--- src/design/tagged_score_table_depth_replace_macros.svh ---
// Assertion macros for the tagged score table.
// Used by the top level; no other dependencies.
`ifndef TAGGED_SCORE_TABLE_DEPTH_REPLACE_MACROS_SVH
`define TAGGED_SCORE_TABLE_DEPTH_REPLACE_MACROS_SVH

`ifndef SYNTHESIS
// Same-cycle implication, checked outside reset.
`define TSTDR_ASSERT_IMP(label, clk, rst, ante, cons) \
  label: assert property (@(posedge clk) disable iff (rst) (ante) |-> (cons)) \
    else $error("tstdr: same-cycle check failed");
// Next-cycle implication, checked outside reset.
`define TSTDR_ASSERT_NXT(label, clk, rst, ante, cons) \
  label: assert property (@(posedge clk) disable iff (rst) (ante) |=> (cons)) \
    else $error("tstdr: next-cycle check failed");
`else
`define TSTDR_ASSERT_IMP(label, clk, rst, ante, cons)
`define TSTDR_ASSERT_NXT(label, clk, rst, ante, cons)
`endif

`endif

--- src/design/tstdr_pkg.sv ---
// Package for the tagged score table: sizes, item and result types, codes.
// No dependencies; imported by the front end, back end, result queue and top level.
`default_nettype none

package tstdr_pkg;

  // Table geometry and field widths.
  localparam int INDEX_BITS = 16;
  localparam longint unsigned TABLE_DEPTH = 64'd1 << INDEX_BITS;
  localparam int HASH_BITS = 64;
  localparam int TAG_BITS = 32;
  localparam int TAG_LSB = HASH_BITS - TAG_BITS;
  localparam int VALUE_BITS = 16;
  localparam int SCORE_BITS = 16;

  // Operation codes.
  typedef enum logic {
    OP_READ  = 1'b0,
    OP_WRITE = 1'b1
  } op_t;

  // One input item.
  typedef struct packed {
    op_t                   op;
    logic [HASH_BITS-1:0]  hash;
    logic [VALUE_BITS-1:0] new_value;
    logic [SCORE_BITS-1:0] new_score;
  } in_t;

  // One result item.
  typedef struct packed {
    logic                  hit;
    logic                  written;
    logic [VALUE_BITS-1:0] value_out;
    logic [SCORE_BITS-1:0] score_out;
  } out_t;

  // Stored table word: tag, value, score from high to low bits.
  typedef struct packed {
    logic [TAG_BITS-1:0]   tag;
    logic [VALUE_BITS-1:0] value;
    logic [SCORE_BITS-1:0] score;
  } word_t;

  // Classified command handed from the front end to the back end.
  typedef struct packed {
    logic                  is_write;
    logic [INDEX_BITS-1:0] index;
    logic [TAG_BITS-1:0]   tag;
    logic [VALUE_BITS-1:0] value;
    logic [SCORE_BITS-1:0] score;
  } cmd_t;

  // Control from the back end to the front end.
  typedef struct packed {
    logic pop;
    logic hold;
  } back_ctl_t;

  // Back end sequencer states.
  typedef enum logic [1:0] {
    ST_CLEAR,
    ST_IDLE,
    ST_EVAL
  } back_state_t;

endpackage

`default_nettype wire

--- src/design/tstdr_front.sv ---
// Front end: accepts items, classifies them into commands, queues two.
// Depends on tstdr_pkg.
`default_nettype none

module tstdr_front
  import tstdr_pkg::*;
(
  input  wire logic      clk,
  input  wire logic      rst,
  input  wire logic      push,
  output logic           full,
  input  wire in_t       item,
  input  wire back_ctl_t ctl,
  output logic           cmd_valid,
  output cmd_t           cmd
);

  cmd_t       slots [2];
  logic       wr_ptr;
  logic       rd_ptr;
  logic [1:0] count;
  logic [1:0] count_next;
  logic       do_push;
  logic       do_pop;
  cmd_t       new_cmd;

  // Split the hash into index and tag and decode the operation.
  always_comb begin
    new_cmd.is_write = (item.op == OP_WRITE);
    new_cmd.index    = item.hash[INDEX_BITS-1:0];
    new_cmd.tag      = item.hash[TAG_LSB +: TAG_BITS];
    new_cmd.value    = item.new_value;
    new_cmd.score    = item.new_score;
  end

  // Handshake on both sides of the queue.
  assign full      = (count == 2'd2) || ctl.hold;
  assign do_push   = push && !full;
  assign cmd_valid = (count != 2'd0);
  assign do_pop    = ctl.pop && cmd_valid;
  assign cmd       = slots[rd_ptr];

  // Occupancy update.
  always_comb begin
    count_next = count;
    case ({do_push, do_pop})
      2'b10:   count_next = count + 2'd1;
      2'b01:   count_next = count - 2'd1;
      default: count_next = count;
    endcase
  end

  // Pointers and occupancy.
  always_ff @(posedge clk) begin
    if (rst) begin
      wr_ptr <= 1'b0;
      rd_ptr <= 1'b0;
      count  <= 2'd0;
    end else begin
      if (do_push) begin
        wr_ptr <= ~wr_ptr;
      end
      if (do_pop) begin
        rd_ptr <= ~rd_ptr;
      end
      count <= count_next;
    end
  end

  // Queue storage.
  always_ff @(posedge clk) begin
    if (do_push) begin
      slots[wr_ptr] <= new_cmd;
    end
  end

endmodule

`default_nettype wire

--- config.mk ---
export PLATFORM = sky130hd
export DESIGN_NAME = tstdr_front
export DESIGN_NICKNAME = d
export VERILOG_FILES = /design/src/design/tagged_score_table_depth_replace_macros.svh /design/src/design/tstdr_pkg.sv /design/src/design/tstdr_front.sv
export SDC_FILE = /design/constraint.sdc
export NUM_CORES = 1
export LEC_CHECK = 0
export CORE_MARGIN = 2
export CORE_UTILIZATION = 55
export DETAILED_ROUTE_END_ITERATION = 6
export DONT_BUFFER_PORTS = 1
export MAX_ROUTING_LAYER = met4
export PLACE_DENSITY = 0.8
export SYNTH_ARGS = -nofsm -noshare
export SYNTH_HDL_FRONTEND = slang
export SYNTH_SLANG_ARGS = --single-unit
--- constraint.sdc ---
create_clock -name clk -period 9.4 [get_ports clk]
set_input_delay 1.41 -clock clk [delete_from_list [all_inputs] [get_ports clk]]
set_output_delay 1.41 -clock clk [all_outputs]
set_load 0.01 [all_outputs]
== Word-level counts from Yosys, hierarchy flattened ==
Memory sizes are Yosys's and may differ from the RTL's. A register that Yosys moved wholly into a read port is not among the register bits.
Cells that the tools add are included.
W data, S select, Z words.

* Bits in registers: 4
* Bits in latches: 0
* Memory bits (writable): 162
* ROM bits: 0
* Input port bits: 102
* Memories kept: 1

{| class="wikitable"
|+ Memories
! memory !! words !! bits a word !! rd ports !! clocked after Yosys merged registers in !! write ports !! line !! source
|-
| slots || 2 || 81 || 1 || 1 || 1 || tstdr_front.sv:18 || <nowiki>cmd_t slots [2];</nowiki>
|}

* Add/subtract/negate cells: 2
* $mul: 0
* Div/mod/pow operators: 0
* Magnitude comparators: 0
* Equal/unequal tests: 3
* Shift-type cells: 0
* Multiplexer cells: 5
* Bitwise gates (word level): 2
* Reductions and logical operators: 6

{| class="wikitable"
|+ Operators by type and width
! kind !! number
|-
| $eq A2 B2 Y1 const B || 2
|-
| $mux W1 || 4
|-
| $pmux W2 S2 || 1
|-
| $reduce_bool A2 Y1 || 2
|-
| $add A2 B1 Y2 const B || 1
|-
| $eq A2 B1 Y1 const B || 1
|-
| $logic_and A1 B1 Y1 || 2
|-
| $not A1 Y1 || 2
|-
| $sub A2 B1 Y2 const B || 1
|-
| $logic_not A1 Y1 || 1
|-
| $logic_or A1 B1 Y1 || 1
|}

== Logic depth before layout (Yosys ltp) ==
* Depth after elaboration: 6
* Depth in mapped cells: 6

== Worst setup path after synthesis ==
No wires, ideal clock.

* Kind: input-to-reg
* Start point: input port ctl[0] in the netlist's numbering
* End point: memory slots[0][0] in the netlist's numbering, enable pin
* Library setup time: 0.521 ns
* Arrival time: 5.021 ns
* Path slack: 3.858 ns
* Stages: 2
* Path buffers: 0
* Cells stage by stage: nand3b_1 nor2_1

* Cells in the longest elaborated chain, start to end: 5

{| class="wikitable"
|+ RTL lines
! element !! line !! source
|-
| start, declared || tstdr_front.sv:13 || <nowiki>input wire back_ctl_t ctl,</nowiki>
|-
| $logic_or A1 B1 Y1 || tstdr_front.sv:37 || <nowiki>assign full = (count == 2'd2) || ctl.hold;</nowiki>
|-
| $logic_not A1 Y1 || tstdr_front.sv:38 || <nowiki>assign do_push = push && !full;</nowiki>
|-
| $logic_and A1 B1 Y1 || tstdr_front.sv:38 ||
|-
| $mux W1 || tstdr_front.sv:72 || <nowiki>if (do_push) begin</nowiki>
|-
| $mux W1 (implied by the code) || tstdr_front.sv:73 || <nowiki>slots[wr_ptr] <= new_cmd;</nowiki>
|-
| end, declared || tstdr_front.sv:18 ||
|}

No other way between the ends.

==> reports/metrics.csv <==
metric,value,unit
status,finished clean,
Post-CTS Repair Setup Buffers,0,
VDD IR max,187,uV
Setup crit start kind,register,
via count of the first global-routing pass,2563,
Total Power,1.78,mW
synthesized instance count,278,
# IOs,185,
global placer's final weighted congestion,0.680,
"Buf+Inv Stages, Crit Path",0,
layout filler cell count,752,
Reg2Reg Depth,4,
register area share after synthesis,82.0,%
M2 GR Usage,26.1,%
mapped cell area,0.00605,mm2
max-cap violation count,0,
min-delay worst type,register to register,
TritonCTS clock tree,built,
Worst-Margin Slew,1.26,ns
antenna cells,0,
DP HPWL,5.84,mm
worst r2r src,count[0],
fraction of layout cells with a size suffix above 1,38.6,%
Clk Tree Root Cell,clkbuf_8,
syn avg cell area,21.8,um2
CP required,7.99,ns
Slew HR,15.8,%
area of the multi-input gates,0.00105,mm2
# rows,38,
min-delay src,rd_ptr,
clk slew on worst S/H paths,0.06,ns
CP cell instances,mux2_2,
CTS buffer count,17,
Critical Path End Type,output pin,
met1 usage,17.0,%
GRT busiest layer,met2,
die area,0.0119,mm2
drc violations,0,
clock sinks,167,
Longest Clk Path Bufs,2,
first-pass GRT wire length,13.1,mm
LEAKAGE,2.13,nW
wire length per cell after detailed routing,20.7,um
WS Path Type,register to output pin,
clk_skew,0.00887,ns
CP max stage cell,dfxtp_4,
Core ar.,0.0108,mm2
fmax,287,MHz
worst skew pair latency,0.51,ns
final worst path period share,37.0,%
WP depth,1,
Worst Hold Depth,2,
pwr/cell area,264,mW/mm2
post-synth top area share,80.4,%
Vias,2453,
Synth area leaders,"edfxtp_1 (80%), mux2_2 (15%), dfxtp_1 (1.7%)",
RSZ-0062 raised after global routing,false,
Yosys top cell by area,edfxtp_1,
nets@finish,393,
endpoints failing setup,0,
Layout area overhead,11.2,%
initial antenna violation count,0,
Synth Net Count,381,
Ys Warns,0,
register area,0.00497,mm2
crit path time final,3.48,ns
CP Max Fanout,81,
met3 Usage GRT,8.07,%
max incr delay on CP,1.01,ns
Hold Fails Final Rpt,0,
Vias/cell,5.54,
"Slew Viols, Final",0,
largest net degree at the start of global routing,82,
Port Buffers,0,
die width,109,um
CTS H-Tree Depth,4,
total negative slack,0,ns
initial core utilization,56.1,%
post-route ant nets,0,
"delay-heaviest family, CP",flip-flops,
synth unique cells,16,
arrival time worst endpoint,2.07,ns
gr usage total,16.2,%
Detailed Routing Iterations Pass 1,4,
register bit total from synthesis,167,
Die Span Y,109,um
GRT Residual Overflow,0,
Post-CTS Hold Fix Bufs,0,
final WL,9.17,mm
1st-iter DRT viols,106,
cts repair resizes,0,
## stage by stage
| stage | worst slack (ns) | util (%) | std cells | hold WS [ns] | instance area [um2] |
|---|---|---|---|---|---|
| after floorplan | 3.86 | - | 278 | 0.474 | 6050 |
| after global placement | 5.64 | 57.6 | 411 | 0.497 | 6220 |
| after detailed placement | 5.55 | 57.6 | 411 | 0.500 | 6220 |
| after CTS | 5.85 | 62.4 | 443 | 0.536 | 6730 |
| after global routing | 5.78 | 62.4 | 443 | 0.567 | 6730 |
| final | 5.92 | 62.4 | 443 | 0.525 | 6730 |
## cells in the final DEF, fill, tap and decap left out, types with 2 or more instances in the layout
cell type   synthesis  final
nor2_1              7      5
clkinv_4            0      3
xnor2_1             2      2
buf_4               0      2
dfxtp_1             5      4
clkinvlp_4          0      3
clkbuf_16           0     16
edfxtp_1          162    162
mux2_2             82     82
nor2_4              0      2
clkbuf_1            0      3
clkinv_2            0      4
nand2b_1            2      2
clkbuf_8            0      2
## cells in the mapped netlist, drive strengths merged
master,instances
buf,9
xnor2,2
o21ai,1
ha,1
nor2,7
or2,1
edfxtp,162
nand3b,1
xor2,1
dfxtp,5
o21a,1
or3,1
a21oi,1
nand2b,2
mux2,82
inv,1
## where the power goes
group          internal, mW  switching (mW)  leakage [nW]  total, mW
Clock                 0.331           0.257         0.248      0.588
Sequential            0.878          0.0610          1.53      0.939
Combinational         0.124           0.129         0.356      0.253
Total                  1.33           0.446          2.13       1.78
## worst paths after layout
| kind | slack (ns) | to |
|---|---|---|
| setup / recovery | 5.92 | cmd[50] |
| hold / removal | 0.52 | rd_ptr |
| setup reg to reg | 6.50 | slots[0][22] |
| hold reg to reg | 0.52 | rd_ptr |
## registers in the layout, summed over array words and instances (netlist names), named ones only
name / count
wr_ptr: 1
count: 2
slots: 162
rd_ptr: 1
## area by class of cell
cell class / count / area share, %
Timing Repair Buffer: 2 / 0.223
Clock buffer: 21 / 6.52
Inverter: 1 / 0.0558
Clock inverter: 11 / 1.15
Sequential cell: 167 / 73.8
Tap cell: 140 / 2.60
Multi-Input combinational cell: 101 / 15.6
## cell families after synthesis
family | count (synthesis) | synth area share (%)
compound gates | 3 | 0.289
xor+xnor | 3 | 0.434
fa+ha+maj | 1 | 0.207
buf+inv | 10 | 0.806
flops | 167 | 82.0
mux | 82 | 15.3
simple gates | 12 | 0.972
## layer usage
| layer | part of all wire [%] | vias up |
|---|---|---|
| met1 | 36 | 1206 |
| met2 | 52 | 113 |
| met3 | 11 | 10 |
| met5 | 0 | - |
| li1 | - | 1124 |
| met4 | 1.3 | 0 |
Power figures use the tool's default switching activity.
