`config.mk`:
```
export PLATFORM = sky130hd
export DESIGN_NAME = tstdr_out_queue
export DESIGN_NICKNAME = d
export VERILOG_FILES = /design/src/design/tagged_score_table_depth_replace_macros.svh /design/src/design/tstdr_pkg.sv /design/src/design/tstdr_out_queue.sv
export SDC_FILE = /design/constraint.sdc
export NUM_CORES = 1
export LEC_CHECK = 0
export BUFFER_PORTS_ARGS = -buffer_cell sky130_fd_sc_hd__buf_2
export CAP_MARGIN = 40
export CORE_ASPECT_RATIO = 1.5
export CORE_UTILIZATION = 55
export CTS_CLUSTER_SIZE = 20
export DETAILED_ROUTE_END_ITERATION = 8
export PLACE_DENSITY = 0.88
export SLEW_MARGIN = 10
export SYNTH_ARGS = -nofsm -noshare
export SYNTH_HDL_FRONTEND = slang
export SYNTH_SLANG_ARGS = --single-unit
```
`constraint.sdc`:
```
create_clock -name clk -period 4.15 [get_ports clk]
set_input_delay 0.415 -clock clk [delete_from_list [all_inputs] [get_ports clk]]
set_output_delay 0.415 -clock clk [all_outputs]
set_load 0.03 [all_outputs]
```
`src/design/tagged_score_table_depth_replace_macros.svh`:
```
// Assertion macros for the tagged score table.
// Used by the top level; no other dependencies.
`ifndef TAGGED_SCORE_TABLE_DEPTH_REPLACE_MACROS_SVH
`define TAGGED_SCORE_TABLE_DEPTH_REPLACE_MACROS_SVH

`ifndef SYNTHESIS
// Same-cycle implication, checked outside reset.
`define TSTDR_ASSERT_IMP(label, clk, rst, ante, cons) \
  label: assert property (@(posedge clk) disable iff (rst) (ante) |-> (cons)) \
    else $error("tstdr: same-cycle check failed");
// Next-cycle implication, checked outside reset.
`define TSTDR_ASSERT_NXT(label, clk, rst, ante, cons) \
  label: assert property (@(posedge clk) disable iff (rst) (ante) |=> (cons)) \
    else $error("tstdr: next-cycle check failed");
`else
`define TSTDR_ASSERT_IMP(label, clk, rst, ante, cons)
`define TSTDR_ASSERT_NXT(label, clk, rst, ante, cons)
`endif

`endif

```
`src/design/tstdr_pkg.sv`:
```
// Package for the tagged score table: sizes, item and result types, codes.
// No dependencies; imported by the front end, back end, result queue and top level.
`default_nettype none

package tstdr_pkg;

  // Table geometry and field widths.
  localparam int INDEX_BITS = 16;
  localparam longint unsigned TABLE_DEPTH = 64'd1 << INDEX_BITS;
  localparam int HASH_BITS = 64;
  localparam int TAG_BITS = 32;
  localparam int TAG_LSB = HASH_BITS - TAG_BITS;
  localparam int VALUE_BITS = 16;
  localparam int SCORE_BITS = 16;

  // Operation codes.
  typedef enum logic {
    OP_READ  = 1'b0,
    OP_WRITE = 1'b1
  } op_t;

  // One input item.
  typedef struct packed {
    op_t                   op;
    logic [HASH_BITS-1:0]  hash;
    logic [VALUE_BITS-1:0] new_value;
    logic [SCORE_BITS-1:0] new_score;
  } in_t;

  // One result item.
  typedef struct packed {
    logic                  hit;
    logic                  written;
    logic [VALUE_BITS-1:0] value_out;
    logic [SCORE_BITS-1:0] score_out;
  } out_t;

  // Stored table word: tag, value, score from high to low bits.
  typedef struct packed {
    logic [TAG_BITS-1:0]   tag;
    logic [VALUE_BITS-1:0] value;
    logic [SCORE_BITS-1:0] score;
  } word_t;

  // Classified command handed from the front end to the back end.
  typedef struct packed {
    logic                  is_write;
    logic [INDEX_BITS-1:0] index;
    logic [TAG_BITS-1:0]   tag;
    logic [VALUE_BITS-1:0] value;
    logic [SCORE_BITS-1:0] score;
  } cmd_t;

  // Control from the back end to the front end.
  typedef struct packed {
    logic pop;
    logic hold;
  } back_ctl_t;

  // Back end sequencer states.
  typedef enum logic [1:0] {
    ST_CLEAR,
    ST_IDLE,
    ST_EVAL
  } back_state_t;

endpackage

`default_nettype wire

```
`src/design/tstdr_out_queue.sv`:
```
// Result queue of two entries between the back end and the result ports.
// Depends on tstdr_pkg.
`default_nettype none

module tstdr_out_queue
  import tstdr_pkg::*;
(
  input  wire logic clk,
  input  wire logic rst,
  input  wire logic res_push,
  input  wire out_t res,
  output logic      res_full,
  input  wire logic pop,
  output logic      empty,
  output out_t      result
);

  out_t       slots [2];
  logic       wr_ptr;
  logic       rd_ptr;
  logic [1:0] count;
  logic [1:0] count_next;
  logic       do_push;
  logic       do_pop;

  // Handshake on both sides.
  assign res_full = (count == 2'd2);
  assign empty    = (count == 2'd0);
  assign do_push  = res_push && !res_full;
  assign do_pop   = pop && !empty;
  assign result   = slots[rd_ptr];

  // Occupancy update.
  always_comb begin
    count_next = count;
    case ({do_push, do_pop})
      2'b10:   count_next = count + 2'd1;
      2'b01:   count_next = count - 2'd1;
      default: count_next = count;
    endcase
  end

  // Pointers and occupancy.
  always_ff @(posedge clk) begin
    if (rst) begin
      wr_ptr <= 1'b0;
      rd_ptr <= 1'b0;
      count  <= 2'd0;
    end else begin
      if (do_push) begin
        wr_ptr <= ~wr_ptr;
      end
      if (do_pop) begin
        rd_ptr <= ~rd_ptr;
      end
      count <= count_next;
    end
  end

  // Queue storage.
  always_ff @(posedge clk) begin
    if (do_push) begin
      slots[wr_ptr] <= res;
    end
  end

endmodule

`default_nettype wire

```
After elaboration in Yosys (flattened, before gate mapping)
Memories as Yosys holds them, arrays and structs flattened. A register that Yosys moved wholly into a read port is not among the register bits. Cells that the tools add are included.

Flip-flop bits (word level): 4. RAM bits: 68. Input port bits: 38. Output and inout bits: 36. Memories kept: 1.

Memory list: slots (depth 2, width 34, read ports 1, clocked after memory_dff 1, wr ports 1, line tstdr_out_queue.sv:18) `out_t slots [2];`.

Add/sub/neg operators: 2. Eq/ne operators: 3. Muxes and demuxes: 5. Bitwise logic cells: 2. Reduce and logical (&&, ||, !) cells: 6.

Operators by type and width (number): 2-bit equality test, second input constant (2); 1-bit two-way mux (4); 2-bit one-hot mux with 2 select lines (1); 2-bit by 1-bit adder with 2-bit output, second input constant (1); 2-bit by 1-bit equality test with 1-bit output, second input constant (1); 1-bit logical AND (2); 1-bit logical NOT (2); 2-bit logical NOT (1); 1-bit inverter (2); 2-bit nonzero test (1); 2-bit by 1-bit subtractor with 2-bit output, second input constant (1).

Logic depth before layout (Yosys ltp)
Gate-level depths: netlist of run 1.

Depth in word-level cells: 5. Depth in mapped cells: 6.

Worst setup path after synthesis of run 1
OpenSTA, ideal clock, no wires.

Kind: flip-flop to flip-flop. From: register count[0]. To: memory slots[0][0] (netlist bit), enable pin. Library setup time: 0.389 ns. Data arrival time: 1.642 ns. Required time: 3.761 ns. Setup slack: 2.119 ns. Cell stages (with the launch flop): 5. Path buffers: 0. Clock period less this slack: 2.031 ns. Path through: dfxtp_1 -> nand2b_2 -> inv_2 -> or3_1 -> inv_1.

Cells in the longest elaborated chain, start to end: 5.

Ends and longest elaborated chain: from (decl) (line tstdr_out_queue.sv:21) `logic [1:0] count;`; from (signal assigned) (line tstdr_out_queue.sv:56) `count <= count_next;`; 2-bit equality test (line tstdr_out_queue.sv:27) `assign res_full = (count == 2'd2);`; named net res_full (line tstdr_out_queue.sv:12) `output logic res_full,`; 1-bit logical NOT (line tstdr_out_queue.sv:29) `assign do_push = res_push && !res_full;`; 1-bit logical AND (line tstdr_out_queue.sv:29); 1-bit two-way mux (line tstdr_out_queue.sv:62) `if (do_push) begin`; 1-bit two-way mux (not written as such) (line tstdr_out_queue.sv:63) `slots[wr_ptr] <= res;`; to (decl) (line tstdr_out_queue.sv:18).

The timed path passes the listed nets, and every way through them passes these cells.

==> results.cfg, run 1 <==
[yosys]
ys_ff_latch = 73
yosysSeqAreaShare_pct = 80.3
synth_compound_area_share_pct = 1.03
synth_top_family_by_area = multiplexers
synth_cell_types = 18
synth_xor_area_share_pct = 0.985
yosysWarnings = 0
avgSynthCellArea_sq_um = 20.2
synth_fa_ha_area_share_pct = 0.469
synthMuxAreaShare_pct = 14.3
synthSimpleGateAreaFrac_pct = 1.73
synth_nets = 171
syn_area_sq_mm = 0.00267
postSynthCellCount = 132

[worst_setup_path]
cp.buffers_inverters = 2
cp_max_fo = 34
crit_chain = buf_4, mux2_2, buf_2
crit_type = register to primary output
worstSetupStartpointType = register
worstPathArrival_ps = 1590
crit_family = buffers and inverters
cp_data_required_time_ps = 3730
cp_slowest_cell = mux2_2
end_kind = primary output
max_stage_delay_ps = 390

[power_and_ir_drop]
internal_power_mw = 1.57
p_sw_share_pct = 32.1
p_clk_share_pct = 27.6
p_seq_share_pct = 41.6
p_leak_nw = 1.29
peakVddDrop_uv = 569
p_sw_mw = 0.743
power_frac_comb_pct = 30.8
powerDensity_mw_per_mm2 = 690

[timing]
hold_violations = 0
finClkSkew_ps = 7.05
min_period_ps = 2010
rsz0062_at_grt = no
worst_pin_slew_ps = 452
max_slew_margin_pct = 69.8
fin_crit_sh_pct = 48.3
setup_viol = 0
fmax_mhz = 498
holdWs_ps = 271
fin_tns_setup_ps = 0
drv_slew = 0

[clocking]
root_buffer = clkbuf_8
postCtsSetupBuffers = 0
htreeDepth = 3
clk-insertion-delay-late_ps = 330
cts_hold_buf = 0
clockBufferDepth = 2
cts_buffers = 9
cts_resized = 0
clock-sinks = 73
cts_tree = built
clk_pin_slew_ps = 80

[layout]
diodes = 0
drive_above_1_share_pct = 51.4
final_nets = 254
area_growth_pct = 25.9

[routing]
viasPerCell = 4.93
wl_per_cell_microns = 14.4
drt_pass1_iterations = 4
drt_iter0_markers = 53
drcViolationCount = 0
postRouteAntennaNets = 0
num_vias = 1400
wirelength_mm = 4.08

[placed_design]
routabilityCongestion = 0.692
port_buffers = 73
dp_hpwl_mm = 2.79

[global_route]
grt_pass1_vias = 1411
grt_pass1_wl_mm = 6.11
antenna_found_initial = 0
grt_usage_pct = 17.0
grt_max_degree = 35
grt-ovfl-total = 0

[floorplanning]
die_h_microns = 87.3
dieWidth_microns = 58.9
floorplan.initialDensity_pct = 58.3
core-area_sq_mm = 0.00458
rows = 30
io_pins = 74
dieArea_sq_mm = 0.00514

[run]
maxCapViolCount = 0

[worst_hold_path]
hp-class = input pin to register

[outcome]
status = finished, final reports clean
metal layers:
metal	global-route usage, %	wire [microns]
met4	11.0	82
met3	3.57	189
met5	0	0
met1	17.2	1480
met2	30.5	2330
cells in the mapped netlist:
| cell | count | area (sq um) |
|---|---|---|
| a21oi_1 | 2 | 10.0 |
| and3_1 | 1 | 6.26 |
| buf_2 | 4 | 20.0 |
| dfxtp_1 | 5 | 100 |
| edfxtp_1 | 68 | 2040 |
| ha_1 | 1 | 12.5 |
| inv_1 | 2 | 7.51 |
| inv_2 | 1 | 3.75 |
| mux2_1 | 15 | 169 |
| mux2_2 | 19 | 214 |
| nand2_1 | 1 | 3.75 |
| nand2b_2 | 1 | 8.76 |
| nor2_1 | 4 | 15.0 |
| o21a_1 | 1 | 7.51 |
| o21ai_0 | 2 | 10.0 |
| or3_1 | 2 | 12.5 |
| xnor2_1 | 2 | 17.5 |
| xor2_1 | 1 | 8.76 |
registers in the layout, summed over array words and instances, names as in the netlist, named ones only:
| name | cells |
|---|---|
| count | 2 |
| slots | 68 |
| wr_ptr | 1 |
| rd_ptr | 1 |
final timing paths:
| path | slack [ps] | start | cells past startpoint | endpoint |
|---|---|---|---|---|
| worst max-delay path | 2140 | register | 3 | result[19] |
| worst min-delay path | 270 | res[3] | 1 | slots[0][3]$_DFFE_PP_ |
| worst max register to register | 2380 | count[0]$_SDFFE_PP0P_ | 5 | slots[0][33]$_DFFE_PP_ |
| worst min register to register | 510 | wr_ptr$_SDFFE_PP0N_ | 2 | wr_ptr$_SDFFE_PP0N_ |
cell type report:
type | instances | area [sq um]
timing repair buffer | 76 | 388
fill | 308 | 1220
inverter | 3 | 11.3
clock inverter | 7 | 119
tap | 64 | 80.1
multi-input combinational | 52 | 495
clock buffer | 9 | 124
sequential | 73 | 2140
through the flow:
stage,util (%),area (sq um),setup WS [ps],power (mW),instances
floorplan,-,2670,2120,1.51,132
global placement,68.1,3120,2440,1.69,268
detailed placement,68.1,3120,2390,1.70,268
CTS,73.4,3360,2110,2.35,284
global route,73.4,3360,2080,2.42,284
finish,73.4,3360,2140,2.32,284
cell usage in the layout, fill, tap and decap left out:
cell	count
xnor2_1	2
clkinv_4	1
clkinvlp_4	2
dfxtp_1	5
bufinv_16	3
and3_1	1
mux2_1	15
or3_1	2
mux2_2	19
nor2_1	4
clkbuf_8	9
nand2b_2	1
inv_2	1
ha_1	1
xor2_1	1
o21ai_0	2
buf_4	3
o21a_1	1
nand2_1	1
buf_2	73
inv_1	2
edfxtp_1	68
clkinv_2	1
a21oi_1	2
power groups by stage:
| stage | clock, mW | combinational (mW) | sequential, mW |
|---|---|---|---|
| CTS | 0.658 | 0.723 | 0.965 |
| finish | 0.640 | 0.714 | 0.964 |
| global route | 0.687 | 0.757 | 0.974 |
| detailed placement | 0 | 0.719 | 0.981 |
| global placement | 0 | 0.713 | 0.975 |
| floorplan | 0 | 0.540 | 0.973 |
logic make-up after synthesis:
| kind of cell | Yosys count |
|---|---|
| DFF | 73 |
| xor gates and xnor gates | 3 |
| AOI/OAI and AO/OA | 5 |
| and+or+nand+nor | 9 |
| adders and majority gates | 1 |
| muxes | 34 |
| buffers and inverters | 7 |
Power figures use the tool's default switching activity.
==> run 2, diff against run 1 <==
- CORE_UTILIZATION: 55 -> 46
- PLACE_DENSITY: 0.88 -> 0.79
- clock period: 4.15 -> 1.8 ns (I/O delays scaled with it)
==> run 2 against run 1 <==
Register-to-register slack lost 2200 ps. Non-clock buffer count is 2 higher. Count of clock-buffer cells in the layout unchanged. Combinational power rose by 140%. Global-route usage is 1.8 points lower. Sequential power increased by 130%. Setup slack got worse by 2000 ps. Die area is 19% higher. Core utilization decreased by 12 points. Cell count increased by 2.8%. Critical endpoint is now result[27]. Largest power group unchanged.
==> results.cfg, run 2 (same netlist as run 1, synthesis figures left out) <==
[outcome]
status = finished, final reports clean

[floorplanning]
rows = 33
die_h_microns = 95.3
io_pins = 74
core-area_sq_mm = 0.00553
dieWidth_microns = 64.2
floorplan.initialDensity_pct = 48.2
dieArea_sq_mm = 0.00612

[clocking]
clk_pin_slew_ps = 70
clock-sinks = 73
clk-insertion-delay-late_ps = 340
clockBufferDepth = 2
cts_buffers = 9
cts_hold_buf = 0
htreeDepth = 3
root_buffer = clkbuf_8
postCtsSetupBuffers = 0
cts_tree = built
cts_resized = 0

[routing]
wl_met1_mm = 1.60
postRouteAntennaNets = 0
wirelength_mm = 4.30
wl_per_cell_microns = 14.7
drcViolationCount = 0
routed-wl-met3_microns = 314
viasPerCell = 4.79
num_vias = 1398
highest_layer = met4
drt_iter0_markers = 26
route.met2.wl_mm = 2.31
drt_pass1_iterations = 4

[placed_design]
routabilityCongestion = 0.668
port_buffers = 73
dp_hpwl_mm = 3.01

[timing]
setup_viol = 0
min_period_ps = 1650
drv_slew = 0
hold_violations = 0
rsz0062_at_grt = no
finClkSkew_ps = 4.52
worst_pin_slew_ps = 221
max_slew_margin_pct = 85.1
fin_tns_setup_ps = 0
fmax_mhz = 605
fin_crit_sh_pct = 91.9

[power_and_ir_drop]
design_power_total_mw = 5.42
p_leak_nw = 1.31
powerDensity_mw_per_mm2 = 1590
peakVddDrop_uv = 1080

[layout]
diodes = 0
final_cell_mix = buf_2, edfxtp_1, mux2_2
drive_above_1_share_pct = 52.3
regMostFlops = slots
largest_register_ffs = 68
final_common_cell = buf_2
area_growth_pct = 27.9
fill_cells = 437
final_nets = 256
reg_top3 = slots x68, count x2

[worst_setup_path]
max_stage_delay_ps = 370
crit_chain = buf_4, mux2_2, buf_2
crit_type = register to primary output
cp_data_required_time_ps = 1620
cp_slowest_cell = mux2_2
reg2reg_depth = 5
cp_max_fo = 17
end_kind = primary output
worstSetupStartpointType = register
worstPathArrival_ps = 1470

[global_route]
grt-ovfl-total = 0
grt_pass1_vias = 1378
antenna_found_initial = 0
grt_pass1_wl_mm = 6.49
grt_max_degree = 28
grt_usage_pct = 15.1

[worst_hold_path]
min_path_cells = 1
hp-class = input pin to register

[run]
maxCapViolCount = 0
-- run 2: critical path: cells and delay by family (launching register included) --
| kind | cells | cell delay (ps) |
|---|---|---|
| buffers and inverters | 2 | 430 |
| flip-flops | 1 | 330 |
| multiplexers | 1 | 370 |
-- run 2: cell type report --
class                           instances  area, sq um  share of cell area (%)
Clock buffer                            9          124                    3.63
Clock inverter                          7          109                    3.19
Inverter                                3         15.0                   0.440
Multi-Input combinational cell         52          497                    14.5
Sequential cell                        73         2140                    62.7
Tap cell                               70         87.6                    2.57
Timing Repair Buffer                   78          440                    12.9
-- run 2: where the power goes --
| part | switching [mW] | total (mW) | internal [mW] |
|---|---|---|---|
| combinational | 1.11 | 1.73 | 0.622 |
| sequential | 0.0774 | 2.22 | 2.15 |
| clock | 0.554 | 1.46 | 0.908 |
-- run 2: final timing paths --
kind | startpoint | end | slack [ps]
worst min register to register | wr_ptr$_SDFFE_PP0N_ | wr_ptr$_SDFFE_PP0N_ | 500
worst min-delay path | res[13] | slots[0][13]$_DFFE_PP_ | 30
worst max register to register | count[0]$_SDFFE_PP0P_ | slots[0][24]$_DFFE_PP_ | 220
worst max-delay path | register | result[27] | 150
-- run 2: per-stage QoR --
step | hold slack (ps) | cell area, sq um | utilization (%) | worst slack, ps | instances
finish | 26.4 | 3410 | 61.7 | 146 | 292
global route | 8.34 | 3410 | 61.7 | 88.7 | 292
CTS | 10.8 | 3410 | 61.7 | 120 | 292
detailed placement | 372 | 3180 | 57.5 | 215 | 276
global placement | 369 | 3180 | 57.5 | 264 | 276
floorplan | 249 | 2670 | - | 46.8 | 132
-- run 2: layer usage --
layer  up-vias  GRT usage, %
met1       665          15.9
li1        675             -
met5         -             0
met2        51          26.0
met4         0          7.22
met3         7          6.46
==> run 3, diff against run 2 <==
- clock period: 1.8 -> 1.3 ns (I/O delays scaled with it)
==> run 3 against run 2 <==
Critical path depth unchanged. Core utilization up 16 points. Critical endpoint is now result[7]. First-iteration DRC count up 46%. Hold slack better by 3.2 ps. Non-clock buffer count up 45. Sequential power up 40%. The flow now finishes with violations (negative setup slack). Register-to-register slack worse by 440 ps. Global-route usage up 5.2 points. Cell area up 26%. Combinational power up 120%. Setup slack worse by 370 ps.
==> results.cfg, run 3 (same netlist as run 1, synthesis figures left out) <==
[worst_setup_path]
rr_startpoint = count[0]$_SDFFE_PP0P_
max_stage_delay_ps = 380
crit_chain = buf_12, mux2_2, buf_6
cp_slowest_cell = dfxtp_4
reg2reg_depth = 6
path_depth = 3
worstSetupStartpointType = register
crit_path_end = result[7]
cp_max_fo = 18
crit_type = register to primary output
end_kind = primary output
crit_family = flip-flops
reg2reg_slack_ps = -220
cp.buffers_inverters = 2
worstPathArrival_ps = 1400
cp_data_required_time_ps = 1170
timing.rr.end = slots[0][2]$_DFFE_PP_

[timing]
fmax_mhz = 655
fin_crit_sh_pct = 117
rsz0062_at_grt = yes
max_slew_margin_pct = 85.7
finClkSkew_ps = 6.84
drv_slew = 0
setup_slack_ps = -227
min_period_ps = 1530
setup_viol = 69
hold_violations = 0
fin_tns_setup_ps = -13200
worst_pin_slew_ps = 213

[clocking]
clk-insertion-delay-late_ps = 340
cts_buffers = 9
clockBufferDepth = 2
cts_tree = built
clock-sinks = 73
root_buffer = clkbuf_8
clk_pin_slew_ps = 80
htreeDepth = 3

[floorplanning]
floorplan.initialDensity_pct = 48.2
dieWidth_microns = 64.2
core-area_sq_mm = 0.00553
rows = 33
dieArea_sq_mm = 0.00612
io_pins = 74
die_h_microns = 95.3

[layout]
diodes = 0
reg_top3 = slots x68, count x2
drive_above_1_share_pct = 54.3
finalCoreUtilization_pct = 77.5
regMostFlops = slots
final_cell_mix = edfxtp_1, buf_2, dlygate4sd3_1
area_growth_pct = 60.8
largest_register_ffs = 68
final_common_cell = edfxtp_1
fill_cells = 304
final_nets = 301

[global_route]
grt_usage_pct = 20.3
use_met1_pct = 20.2
antenna_found_initial = 0
grt_pass1_wl_mm = 8.67
grt_max_degree = 19
grt-ovfl-total = 0
met3_usage_pct = 5.14
grt_pass1_vias = 1813
grt.met2_usage_pct = 37.4
grt_busiest_layer = met2

[routing]
wirelength_mm = 5.84
wl_per_cell_microns = 17.3
postRouteAntennaNets = 0
drcViolationCount = 0
drt_iter0_markers = 38
viasPerCell = 4.90
drt_pass1_iterations = 4
num_vias = 1652

[power_and_ir_drop]
peakVddDrop_uv = 1560
p_leak_nw = 1.69
powerDensity_mw_per_mm2 = 2100

[placed_design]
dp_hpwl_mm = 2.98
port_buffers = 73
routabilityCongestion = 0.700

[worst_hold_path]
hp-class = input pin to register

[outcome]
violations = negative setup slack
status = finished with violations

[run]
maxCapViolCount = 0
==> run 3: cell count changes in the layout (fill, tap and decap cells not counted), moves of 6 or more <==
cell	previous run	this run
mux2_2	19	10
buf_6	0	33
buf_2	73	37
buf_4	2	8
mux2_1	15	4
dlygate4sd3_1	0	34
mux2_4	0	20
==> run 3: cell type report <==
| class | instances | area, sq um | share of cell area, % |
|---|---|---|---|
| inverters | 3 | 17.5 | 0.408 |
| multi-input cells | 52 | 602 | 14.0 |
| clock inverters | 7 | 116 | 2.71 |
| repair buffers | 123 | 1190 | 27.9 |
| flip-flops and latches | 73 | 2150 | 50.1 |
| clock buffers | 9 | 124 | 2.89 |
| well taps | 70 | 87.6 | 2.04 |
==> run 3: routing by layer <==
layer	share of wire, %	vias up
li1	-	775
met1	36	805
met2	57	55
met3	3.8	17
met4	3.4	0
met5	0	-
==> run 3: report_power, final <==
group | total [mW] | switching [mW] | internal [mW]
Clock | 2.11 | 0.838 | 1.27
Combinational | 3.79 | 1.86 | 1.93
Sequential | 3.11 | 0.126 | 2.99
==> run 3: metrics by stage <==
stage	std cells	hold slack (ps)	area [sq um]	setup WS, ps	power [mW]
finish	337	29.6	4290	-227	9.01
global route	337	21.3	4290	-276	9.34
CTS	338	6.17	4200	-247	8.70
detailed placement	280	321	3270	-144	5.74
global placement	280	317	3270	-117	5.69
floorplan	132	195	2690	-344	4.87
==> run 3: how the worst min path moves through the flow <==
stage / start / cells past startpoint / end
finish: rst / 2 / count[1]$_SDFFE_PP0P_
global placement: res[9] / 1 / slots[1][9]$_DFFE_PP_
CTS: rst / 2 / count[1]$_SDFFE_PP0P_
global route: rst / 2 / count[1]$_SDFFE_PP0P_
floorplan: rst / 1 / count[0]$_SDFFE_PP0P_
detailed placement: res[26] / 1 / slots[1][26]$_DFFE_PP_
==> run 3: timing repair <==
item	4_1_cts	5_1_grt
hold buffers	34	0
gates cloned	3	0
pin swaps	0	1
endpoints found under the hold margin	68	0
gates resized for setup	71	33
setup endpoints to repair	69	72
buffers inserted	5	1
